## src/rtl/nfe_pkg.sv

```systemverilog
// ----------------------------------------------------------------------------
// nfe_pkg: shared types and constants of the nuclei field evaluator
// Payload structs, controller commands, status flags, result codes and the
// integer part table of exp(-n).
// ----------------------------------------------------------------------------
package nfe_pkg;

   // input operation codes
   localparam logic OP_LOAD  = 1'b0;
   localparam logic OP_QUERY = 1'b1;

   // result status codes
   localparam logic [1:0] STAT_OK     = 2'd0;
   localparam logic [1:0] STAT_ON_NUC = 2'd1;
   localparam logic [1:0] STAT_ZERO_W = 2'd2;
   localparam logic [1:0] STAT_SAT    = 2'd3;

   // configuration register indexes (paddr[2])
   localparam logic REG_NUM_NUCLEI  = 1'b0;
   localparam logic REG_ACTIVE_DIMS = 1'b1;

   // shared divider and square root widths
   localparam int DivNW  = 68;
   localparam int DivDW  = 48;
   localparam int DivQW  = 40;
   localparam int DivCW  = 7;
   localparam int SqrtSW = 66;
   localparam int SqrtRW = 33;

   typedef struct packed {
      logic               op;
      logic        [5:0]  slot;
      logic signed [31:0] point_x;
      logic signed [31:0] point_y;
      logic signed [31:0] point_z;
      logic signed [15:0] charge;
      logic        [23:0] gauss_width;
      logic signed [31:0] length_scale;
      logic signed [31:0] length_offset;
   } req_type;

   typedef struct packed {
      logic signed [31:0] potential;
      logic        [16:0] density;
      logic signed [31:0] mesh_length;
      logic        [5:0]  nearest_slot;
      logic        [1:0]  status;
   } rsp_type;

   // controller to datapath commands
   typedef enum logic [4:0] {
      CMD_NONE,
      CMD_ACCEPT,
      CMD_READ,
      CMD_SQUARE,
      CMD_ADD,
      CMD_EVAL,
      CMD_DIV_START,
      CMD_ACCUM,
      CMD_NEXT,
      CMD_READ_BEST,
      CMD_WIDTH,
      CMD_DDIV_START,
      CMD_TAY_INIT,
      CMD_TAY_MUL,
      CMD_TAY_DIV_START,
      CMD_TAY_ACC,
      CMD_EXP_MUL,
      CMD_DENS,
      CMD_MESH_MUL,
      CMD_MESH_ADD,
      CMD_PUBLISH
   } cmd_type;

   // datapath to controller status
   typedef struct packed {
      logic req_query;
      logic s_zero;
      logic q_zero;
      logic last_nucleus;
      logic last_dim;
      logic width_zero;
      logic out_of_range;
      logic last_term;
      logic sqrt_busy;
      logic div_busy;
   } dp_status_type;

   // round(exp(-n) * 2^30)
   function automatic logic [30:0] exp_int(input logic [3:0] n);
      logic [30:0] v;
      case (n)
         4'd0:    v = 31'd1073741824;
         4'd1:    v = 31'd395007542;
         4'd2:    v = 31'd145315154;
         4'd3:    v = 31'd53458458;
         4'd4:    v = 31'd19666268;
         4'd5:    v = 31'd7234815;
         4'd6:    v = 31'd2661540;
         4'd7:    v = 31'd979126;
         4'd8:    v = 31'd360200;
         4'd9:    v = 31'd132510;
         4'd10:   v = 31'd48748;
         4'd11:   v = 31'd17933;
         default: v = 31'd0;
      endcase
      return v;
   endfunction

endpackage

```

## src/rtl/nfe_ctrl.sv

```systemverilog
// ----------------------------------------------------------------------------
// nfe_ctrl: sequencer of the nuclei field evaluator
// Walks the nucleus table for a query, runs the density series and owns the
// input and result handshakes.
// ----------------------------------------------------------------------------
module nfe_ctrl (
   input  logic                   clock,
   input  logic                   reset,
   input  logic                   req_valid,
   output logic                   req_stall,
   output logic                   rsp_valid,
   input  logic                   rsp_stall,
   input  nfe_pkg::dp_status_type status,
   output nfe_pkg::cmd_type       cmd
);

   typedef enum logic [4:0] {
      ST_IDLE,
      ST_READ,
      ST_SQUARE,
      ST_ADD,
      ST_EVAL,
      ST_SQRT,
      ST_DIV_START,
      ST_DIV,
      ST_ACCUM,
      ST_NEXT,
      ST_READ_BEST,
      ST_WIDTH,
      ST_RANGE,
      ST_DDIV_START,
      ST_DDIV,
      ST_TAY_INIT,
      ST_TAY_MUL,
      ST_TAY_DIV_START,
      ST_TAY_DIV,
      ST_TAY_ACC,
      ST_EXP_MUL,
      ST_DENS,
      ST_MESH_MUL,
      ST_MESH_ADD,
      ST_FINISH
   } state_type;

   state_type state_ff, state_in;
   logic      rsp_valid_ff, rsp_valid_in;

   // next state and command decode
   always_comb begin
      state_in     = state_ff;
      cmd          = nfe_pkg::CMD_NONE;
      rsp_valid_in = rsp_valid_ff && rsp_stall;
      case (state_ff)
         ST_IDLE: begin
            if (req_valid) begin
               cmd      = nfe_pkg::CMD_ACCEPT;
               state_in = status.req_query ? ST_READ : ST_FINISH;
            end
         end
         ST_READ: begin
            cmd      = nfe_pkg::CMD_READ;
            state_in = ST_SQUARE;
         end
         ST_SQUARE: begin
            cmd      = nfe_pkg::CMD_SQUARE;
            state_in = ST_ADD;
         end
         ST_ADD: begin
            cmd      = nfe_pkg::CMD_ADD;
            state_in = status.last_dim ? ST_EVAL : ST_SQUARE;
         end
         ST_EVAL: begin
            cmd      = nfe_pkg::CMD_EVAL;
            state_in = (status.s_zero || status.q_zero) ? ST_NEXT : ST_SQRT;
         end
         ST_SQRT: begin
            if (!status.sqrt_busy) begin
               state_in = ST_DIV_START;
            end
         end
         ST_DIV_START: begin
            cmd      = nfe_pkg::CMD_DIV_START;
            state_in = ST_DIV;
         end
         ST_DIV: begin
            if (!status.div_busy) begin
               state_in = ST_ACCUM;
            end
         end
         ST_ACCUM: begin
            cmd      = nfe_pkg::CMD_ACCUM;
            state_in = ST_NEXT;
         end
         ST_NEXT: begin
            if (status.last_nucleus) begin
               state_in = ST_READ_BEST;
            end else begin
               cmd      = nfe_pkg::CMD_NEXT;
               state_in = ST_READ;
            end
         end
         ST_READ_BEST: begin
            cmd      = nfe_pkg::CMD_READ_BEST;
            state_in = ST_WIDTH;
         end
         ST_WIDTH: begin
            cmd      = nfe_pkg::CMD_WIDTH;
            state_in = status.width_zero ? ST_MESH_MUL : ST_RANGE;
         end
         ST_RANGE: begin
            state_in = status.out_of_range ? ST_MESH_MUL : ST_DDIV_START;
         end
         ST_DDIV_START: begin
            cmd      = nfe_pkg::CMD_DDIV_START;
            state_in = ST_DDIV;
         end
         ST_DDIV: begin
            if (!status.div_busy) begin
               state_in = ST_TAY_INIT;
            end
         end
         ST_TAY_INIT: begin
            cmd      = nfe_pkg::CMD_TAY_INIT;
            state_in = ST_TAY_MUL;
         end
         ST_TAY_MUL: begin
            cmd      = nfe_pkg::CMD_TAY_MUL;
            state_in = ST_TAY_DIV_START;
         end
         ST_TAY_DIV_START: begin
            cmd      = nfe_pkg::CMD_TAY_DIV_START;
            state_in = ST_TAY_DIV;
         end
         ST_TAY_DIV: begin
            if (!status.div_busy) begin
               state_in = ST_TAY_ACC;
            end
         end
         ST_TAY_ACC: begin
            cmd      = nfe_pkg::CMD_TAY_ACC;
            state_in = status.last_term ? ST_EXP_MUL : ST_TAY_MUL;
         end
         ST_EXP_MUL: begin
            cmd      = nfe_pkg::CMD_EXP_MUL;
            state_in = ST_DENS;
         end
         ST_DENS: begin
            cmd      = nfe_pkg::CMD_DENS;
            state_in = ST_MESH_MUL;
         end
         ST_MESH_MUL: begin
            cmd      = nfe_pkg::CMD_MESH_MUL;
            state_in = ST_MESH_ADD;
         end
         ST_MESH_ADD: begin
            cmd      = nfe_pkg::CMD_MESH_ADD;
            state_in = ST_FINISH;
         end
         ST_FINISH: begin
            // load the result register once it is free
            if (!rsp_valid_ff || !rsp_stall) begin
               cmd          = nfe_pkg::CMD_PUBLISH;
               rsp_valid_in = 1'b1;
               state_in     = ST_IDLE;
            end
         end
         default: begin
            state_in = ST_IDLE;
         end
      endcase
   end

   always_ff @(posedge clock) begin
      if (reset) begin
         state_ff     <= ST_IDLE;
         rsp_valid_ff <= 1'b0;
      end else begin
         state_ff     <= state_in;
         rsp_valid_ff <= rsp_valid_in;
      end
   end

   assign req_stall = (state_ff != ST_IDLE);
   assign rsp_valid = rsp_valid_ff;

endmodule

```

## config.mk

```make
export PLATFORM = sky130hd
export DESIGN_NAME = nfe_ctrl
export DESIGN_NICKNAME = d
export VERILOG_FILES = /design/src/rtl/nfe_pkg.sv /design/src/rtl/nfe_ctrl.sv
export SDC_FILE = /design/constraint.sdc
export NUM_CORES = 1
export LEC_CHECK = 0
export ABC_AREA = 0
export BUFFER_PORTS_ARGS = -buffer_cell sky130_fd_sc_hd__buf_2
export CORE_AREA = 2 2 46 48
export CTS_CLUSTER_SIZE = 14
export DETAILED_ROUTE_END_ITERATION = 8
export DIE_AREA = 0 0 48 50
export PLACE_DENSITY = 0.72
export SLEW_MARGIN = 25
export SYNTH_ARGS = -nofsm -noshare
export SYNTH_HDL_FRONTEND = slang
export SYNTH_SLANG_ARGS = --single-unit
```

## constraint.sdc

```tcl
create_clock -name clock -period 1.5 [get_ports clock]
set_input_delay 0.15 -clock clock [delete_from_list [all_inputs] [get_ports clock]]
set_output_delay 0.15 -clock clock [all_outputs]
set_load 0.03 [all_outputs]
```

Yosys cells after proc, flatten, opt, wreduce, memory -nomap -nowiden

Index checks and enable logic that the tools add are counted.

Logic and storage cells: 60
Input bits: 14
Output and inout bits: 7
Register bits after elaboration: 6

Multiplexer cells: 20
Equality and inequality tests: 30
Reductions and logical operators: 8

Operators with widths:

| operator                                                              | count |
|---|---|
| 5-bit one-hot mux with 25 select lines                                | 1 |
| 5-bit one-hot mux with 20 select lines                                | 1 |
| 5-bit 2-to-1 mux                                                      | 10 |
| 5-bit equality test, second input constant                            | 9 |
| 5-bit by 4-bit equality test with 1-bit output, second input constant | 8 |
| 5-bit by 3-bit equality test with 1-bit output, second input constant | 4 |
| 4-bit 2-to-1 mux                                                      | 3 |
| 2-bit inequality test, second input constant                          | 6 |
| 5-bit by 2-bit equality test with 1-bit output, second input constant | 2 |
| 3-bit 2-to-1 mux                                                      | 2 |
| 6-bit AND reduction                                                   | 1 |
| 5-bit by 1-bit equality test with 1-bit output, second input constant | 1 |
| 5-bit zero test                                                       | 1 |
| 5-bit nonzero test                                                    | 1 |
| 1-bit 2-to-1 mux                                                      | 3 |
| 1-bit zero test                                                       | 2 |
| 1-bit logical OR                                                      | 2 |
| 1-bit logical AND                                                     | 1 |

Depth between registers and ports, before layout

Gate-level depths: netlist of the first run.

Depth after elaboration: 4
Mapped depth: 8
Mapped depth without buffers: 5

Least setup slack after synthesis of the first run

OpenSTA, ideal clock, no wires.

Path kind: reg-to-output
Start point: register state_ff[0]
End point: output port cmd[3]
Path slack: -0.132 ns
Data required time: 1.350 ns
Path buffers: 3
Arrival: 1.482 ns
Cell stages (with the launch flop): 7
Cell sequence: dfxtp_1 buf_2 buf_2 buf_2 nand2b_1 a22oi_1 o21bai_1

Longest elaborated chain between the ends: 2
Elaborated cells between the ends (all ways): 21
Those cells by class: eq/ne (19); mux (1); reduce/logical (1)

RTL lines:

| item                                        | RTL line        | text |
|---|---|---|
| from (decl)                                 | nfe_ctrl.sv:45  | `state_type state_ff, state_in;` |
| from (signal assigned)                      | nfe_ctrl.sv:178 | `state_ff <= state_in;` |
| 5-bit equality test (tied with other cells) | nfe_ctrl.sv:53  | `case (state_ff)` |
| 5-bit one-hot mux with 20 select lines (*)  | nfe_ctrl.sv:53  |  |
| to (decl)                                   | nfe_ctrl.sv:14  | `output nfe_pkg::cmd_type cmd` |

Mark *: on every way between the ends. The rest lies on a longest branch, timed or not.

Worst setup path after layout of the first run

Start point: register state_ff[0]
End point: register state_ff[3]

Longest elaborated chain between the ends: 3
Elaborated cells between the ends (all ways): 33
Those cells by class: eq/ne (30); mux (1); reduce/logical (2)

RTL lines:

| item                                        | RTL line |
|---|---|
| 5-bit equality test (tied with other cells) | nfe_ctrl.sv:53 |
| 2-bit inequality test (no line)             | -- |
| 6-bit AND reduction (no line)               | -- |

Parallel ways exist; a longest one is shown, timed or not.
A chain may end at the register's enable or synchronous reset.

==> out/summary.txt, run 1 <==
Post-synth EDFFs: 0
Global Route Usage Sum: 31.5%
Nets@finish: 188
Warnings, synthesis: 0
Syn Inst Count: 124
Worst vdd ir: 1790 µV
Gate power share: 86.1%
Routed WL per cell: 19.4 µm
Total number of vias: 1,300
Largest net degree at the start of global routing: 19
Register area share after synthesis: 14.2%
Internal power: 0.00195 W
Switch Pwr: 0.00202 W
Row cnt: 16
Die area: 0.00240 mm²
H-tree Lvls: 1
Die H: 50 µm
Initial Utilization: 44.5%
Number of global-route vias before repair: 1,205
Antenna violations before repair: 0
CTS tree: built
Asr flop ratio synth: 0%
Mean Syn Cell Area: 6.83 µm²
CORE AREA: 0.00190 mm²
Shortest period the worst path allows: 1.78 ns
Synth Cell Area: 847 µm²
Sw Ratio: 50.8%
I/O pin cnt: 21
Tot Pwr: 0.00397 W
Flops & latches, synth: 6
Slew @ Worst Pin: 0.376 ns
GRT Residual Overflow: 0
Max Fclk: 0.562 GHz
Tcrit/Tclk final: 119%
# hold bufs at CTS: 0
Crit Path Max Fanout: 8
Top FF cell, synth: dfxtp_1
CP Data Required Time: 1.66 ns
Syn-to-layout area delta: 77.0%
ANT nets after route: 0
Reg power frac: 10.1%
Crit path kind: register to register
CTS clk-pin slew, worst paths: 0.05 ns
IO buf count: 20
P per Cell Area: 2650 mW/mm²
Final WL: 3860 µm
Leakage: 0.609 nW
Bufs on Longest Clock Path: 2
RSZ-0062 raised after global routing: true
CP arrival: 1.94 ns
Residual DRC: 0
Skew-Pair Late Insertion Delay: 0.25 ns
Setup-failing EPs final: 10
Final Hold Viols: 0
Max Cap Viol: 0
Status: finished with violations
Mapped Nets: 138
Die W: 48 µm
Via density: 6.53
First-pass GRT wire length: 5490 µm
Synth cell types: 49
Crit start category: register
Final worst slack: -0.279 ns
Slew Limit Fails: 0
Pre-antenna DRT Iters: 4
Post-layout util: 78.8%
Layout cells sized above 1: 58.7%
HPWL Detailed: 2150 µm
Failing checks: negative setup slack
CP Capture Type: register
Iteration-0 DRC Markers: 82
Flop2flop setup slack: -0.28 ns
Clock root buffer: clkbuf_4
Worst min-delay path category: input port to register
Inserted Clock Buffers: 3
Clock share of power: 3.9%
Placer Congestion: 0.947
Slew headroom: 74.8%
Clock sinks: 6
ANT cells: 0
Final setup skew: 0.00590 ns
==> layout by cell type, fill, tap and decap left out, types with 3 or more instances in the layout <==
cell type and n:
nor4_1 3, buf_2 15, clkbuf_4 3, buf_4 25, o21ai_0 7, inv_1 3, nor2_2 3, nand3_1 5
nand2_1 6, nand2_2 3, buf_6 13, a21oi_1 9, a21oi_2 4, nor2_1 7, dfxtp_4 3, nand2b_1 3
==> sequential cells by signal, summed over array words and instances, names as in the netlist <==
name	cells
state_ff	5
rsp_valid	1
==> through the flow <==
step / setup slack, ns / hold slack [ns] / instances / cell area (µm²) / setup TNS (ns)
final: -0.279 / 0.162 / 199 / 1500 / -1.44
after global placement: -0.169 / 0.407 / 186 / 1140 / -0.911
after detailed placement: -0.183 / 0.410 / 186 / 1140 / -1.08
after CTS: -0.207 / 0.142 / 193 / 1390 / -1.15
after global routing: -0.312 / 0.159 / 199 / 1500 / -2.11
after floorplan: 0.0124 / 0.219 / 124 / 860 / 0
==> worst paths after layout <==
path | startpoint | to | cells past startpoint
min | reset | rsp_valid | 2
max | state_ff[0] | state_ff[3] | 6
max reg2reg | state_ff[0] | state_ff[3] | 6
min reg2reg | rsp_valid | rsp_valid | 2
==> Yosys cell counts, types with 2 or more instances <==
library cell | instances | share of area (%)
a21oi_1 | 14 | 8.3
a22oi_1 | 2 | 1.8
a2bb2oi_1 | 2 | 2.1
a31oi_1 | 3 | 2.2
a32oi_2 | 2 | 3.8
and2_1 | 2 | 1.5
buf_1 | 2 | 0.89
buf_2 | 7 | 4.1
dfxtp_1 | 6 | 14
inv_1 | 4 | 1.8
mux2i_1 | 2 | 2.4
nand2_1 | 9 | 4.0
nand2b_1 | 3 | 2.2
nand3_1 | 6 | 3.5
nor2_1 | 11 | 4.9
nor2b_1 | 4 | 3.0
nor4_1 | 3 | 2.2
nor4b_1 | 2 | 2.1
o211ai_1 | 2 | 1.8
o21ai_0 | 7 | 4.1
o21ai_1 | 2 | 1.2
o221ai_1 | 2 | 2.1
==> area by class of cell <==
class                      count  area [µm²]
clock buffer                   3        22.5
fill                         109         403
inverter                       5        18.8
multi-input combinational    102         826
sequential                     6         134
tap                           27        33.8
timing repair buffer          56         464
==> repair_timing <==
| item | in CTS | in global routing |
|---|---|---|
| setup buffers | 4 | 7 |
| pin swaps | 9 | 10 |
| hold endpoints to repair | 0 | 0 |
| setup endpoints to repair | 10 | 10 |
| gates cloned | 1 | 0 |
| resized for setup | 45 | 21 |
==> routing by layer <==
| metal | track usage, % | up-vias | share of wire (%) |
|---|---|---|---|
| met4 | 10.8 | 0 | 4.1 |
| met2 | 48.2 | 106 | 48 |
| met5 | 0 | - | 0 |
| met1 | 41.3 | 607 | 37 |
| li1 | - | 567 | - |
| met3 | 8.42 | 20 | 10 |
==> worst max-delay path, cell delays in order, from the launching register on <==
cell and delay (ns):
dfxtp_4 0.40, buf_6 0.14, or3_4 0.38, a31oi_4 0.17
a2bb2oi_1 0.11, a211o_1 0.32, a21oi_1 0.17
==> kinds of logic after synthesis <==
group / Yosys count / share of synthesized area, %
AOI/OAI and AO/OA: 50 / 42.5
DFF: 6 / 14.2
and+or+nand+nor: 48 / 29.8
muxes: 2 / 2.36
buffers and inverters: 16 / 9.01
xor gates and xnor gates: 2 / 2.07
==> power by group through the flow <==
stage                     logic [W]  registers (W)  clock network, W
after floorplan             0.00162       0.000274                 0
after global placement      0.00234       0.000326                 0
after detailed placement    0.00238       0.000330                 0
after CTS                   0.00293       0.000386          0.000151
after global routing        0.00360       0.000408          0.000165
final                       0.00342       0.000399          0.000155
(Power assumes the default switching activity.)
==> inputs of run 2 (changes only) <==
--- a/config.mk
+++ b/config.mk
@@ -6,12 +6,12 @@
 export NUM_CORES = 1
 export LEC_CHECK = 0
 export ABC_AREA = 0
-export BUFFER_PORTS_ARGS = -buffer_cell sky130_fd_sc_hd__buf_2
-export CORE_AREA = 2 2 46 48
+export CORE_AREA = 2 2 43 45
 export CTS_CLUSTER_SIZE = 14
 export DETAILED_ROUTE_END_ITERATION = 8
-export DIE_AREA = 0 0 48 50
-export PLACE_DENSITY = 0.72
+export DIE_AREA = 0 0 45 47
+export DONT_BUFFER_PORTS = 1
+export PLACE_DENSITY = 0.69
 export SLEW_MARGIN = 25
 export SYNTH_ARGS = -nofsm -noshare
 export SYNTH_HDL_FRONTEND = slang
==> run 2 against run 1 <==
Net effect:
- the flow still finishes with violations (negative setup slack)
- clock power rose by 14%
- first-iteration DRC count rose by 17%
- clock skew barely moved
- power rose by 8.9%
- wire length rose by 25%
- sequential share of layout area barely moved
- count of clock-buffer cells in the layout did not move
- sequential power rose by 3%
- die area fell by 12%
==> out/summary.txt, run 2 (synthesis results as in run 1) <==
Slew Limit Fails: 0
Crit start category: register
Slew headroom: 68.9%
IO buf count: 0
Via density: 7.55
Flop2flop setup slack: -0.32 ns
CTS clk-pin slew, worst paths: 0.06 ns
Cells after DPL: 165
Global Route Usage Sum: 37.1%
Clock share of power: 4.1%
Skew-Pair Late Insertion Delay: 0.26 ns
Gate power share: 86.4%
ANT nets after route: 0
Grt met1 use: 46.1%
H-tree Lvls: 1
Setup-failing EPs final: 10
Crit Path Max Fanout: 5
Met3 Use GR: 7.31%
Layout cells sized above 1: 58.3%
FF-to-FF Start: state_ff[4]
I/O pin cnt: 21
Die H: 47 µm
CORE AREA: 0.00165 mm²
Post-layout util: 93.9%
Pre-antenna DRT Iters: 5
GRT Residual Overflow: 0
Worst setup path endpoint: state_ff[0]
Worst min-delay path category: input port to register
RSZ-0062 raised after global routing: true
Antenna violations before repair: 0
Tot Pwr: 0.00433 W
Max Fclk: 0.548 GHz
Initial Utilization: 51.3%
Most frequent cells in the layout: buf_4, buf_6, a21oi_1
Final WL: 4800 µm
Slew @ Worst Pin: 0.462 ns
Total number of vias: 1,397
Placer Congestion: 0.886
Syn-to-layout area delta: 83.0%
Switch Pwr: 0.00223 W
Final Cell Area: 0.00155 mm²
Sw Ratio: 51.7%
Number of global-route vias before repair: 1,171
Most common cell after layout, fill and taps aside: buf_4
Clock sinks: 6
Die W: 45 µm
Iteration-0 DRC Markers: 96
Cell count of the worst reg-to-reg path: 7
Shortest period the worst path allows: 1.82 ns
CP arrival: 1.97 ns
CTS tree: built
Internal power: 0.00209 W
Crit Reg-Reg Endpoint: state_ff[0]
WHS Path Cells: 1
Hold Crit Start: reset
Routed WL per cell: 25.9 µm
Max Cap Viol: 0
Met2 GRT Util: 63.4%
Tcrit/Tclk final: 122%
Final Non-Filler Cells: 185
HPWL Detailed: 2190 µm
GRT Max-Usage Layer: met2
Nets@finish: 184
Max FFs per register: 5
Status: finished with violations
Hold Slack: 0.00284 ns
Crit path kind: register to register
Final setup skew: 0.00587 ns
Worst setup startpoint: state_ff[4]
Failing checks: negative setup slack
Largest net degree at the start of global routing: 16
Final worst slack: -0.324 ns
Reg power frac: 9.5%
Biggest register: state_ff
Worst vdd ir: 2130 µV
Inserted Clock Buffers: 3
Bufs on Longest Clock Path: 2
Final Hold Viols: 0
Clock root buffer: clkbuf_4
Placed cell area: 0.00108 mm²
Residual DRC: 0
First-pass GRT wire length: 5580 µm
P per Cell Area: 2790 mW/mm²
Row cnt: 15
ANT cells: 0
Die area: 0.00212 mm²
Leakage: 0.633 nW
CP Capture Type: register
CP Data Required Time: 1.65 ns
[run 2: cell types whose count changed in the layout (fill, tap and decap cells not counted), sizes merged]
| cell | change |
|---|---|
| dlygate4sd3 | +1 |
| buf | -5 |
[run 2: through the flow]
| stage | setup slack (ns) | setup TNS (ns) |
|---|---|---|
| 6_report | -0.324 | -2.40 |
| 5_1_grt | -0.341 | -2.58 |
| 4_1_cts | -0.194 | -1.05 |
| 3_5_place_dp | -0.214 | -1.28 |
| 3_3_place_gp | -0.150 | -0.959 |
| 2_1_floorplan | 0.0124 | 0 |
[run 2: area by class of cell]
cell class / instances / area (µm²)
fillers: 48 / 101
flip-flops and latches: 6 / 139
clock buffers: 3 / 22.5
multi-input cells: 102 / 847
well taps: 17 / 21.3
repair buffers: 52 / 499
inverters: 5 / 21.3
[run 2: how the worst min path moves through the flow]
stage / slack, ns / end
after detailed placement: 0.22 / state_ff[3]
after CTS: 0.006 / state_ff[2]
after floorplan: 0.22 / rsp_valid
after global placement: 0.22 / rsp_valid
final: 0.003 / state_ff[2]
after global routing: 0.01 / state_ff[2]
[run 2: what timing repair did]
item | CTS | global route
pin swaps | 9 | 10
hold buffers | 1 | 0
endpoints found under the setup margin | 10 | 10
gates resized for setup | 49 | 28
hold endpoints to repair | 4 | 0
buffers inserted | 11 | 5
[run 2: layer usage]
layer / up-vias / wire, µm
li1: 565 / -
met1: 625 / 1650
met2: 157 / 2160
met3: 50 / 641
met4: 0 / 353
met5: - / 0
[run 2: worst max-delay path, cell delays in order, from the launching register on]
cell and delay (ns):
dfxtp_4 0.38, buf_12 0.14, nor4_1 0.41, a32oi_2 0.14, o211ai_2 0.17, buf_4 0.19, mux2i_1 0.21, nor2_1 0.07
[run 2: power groups by stage]
stage                     logic, W  clock network [W]  registers (W)
after floorplan            0.00162                  0       0.000274
after global placement     0.00236                  0       0.000325
after detailed placement   0.00238                  0       0.000337
after CTS                  0.00299           0.000163       0.000378
after global routing       0.00387           0.000181       0.000411
final                      0.00374           0.000177       0.000412
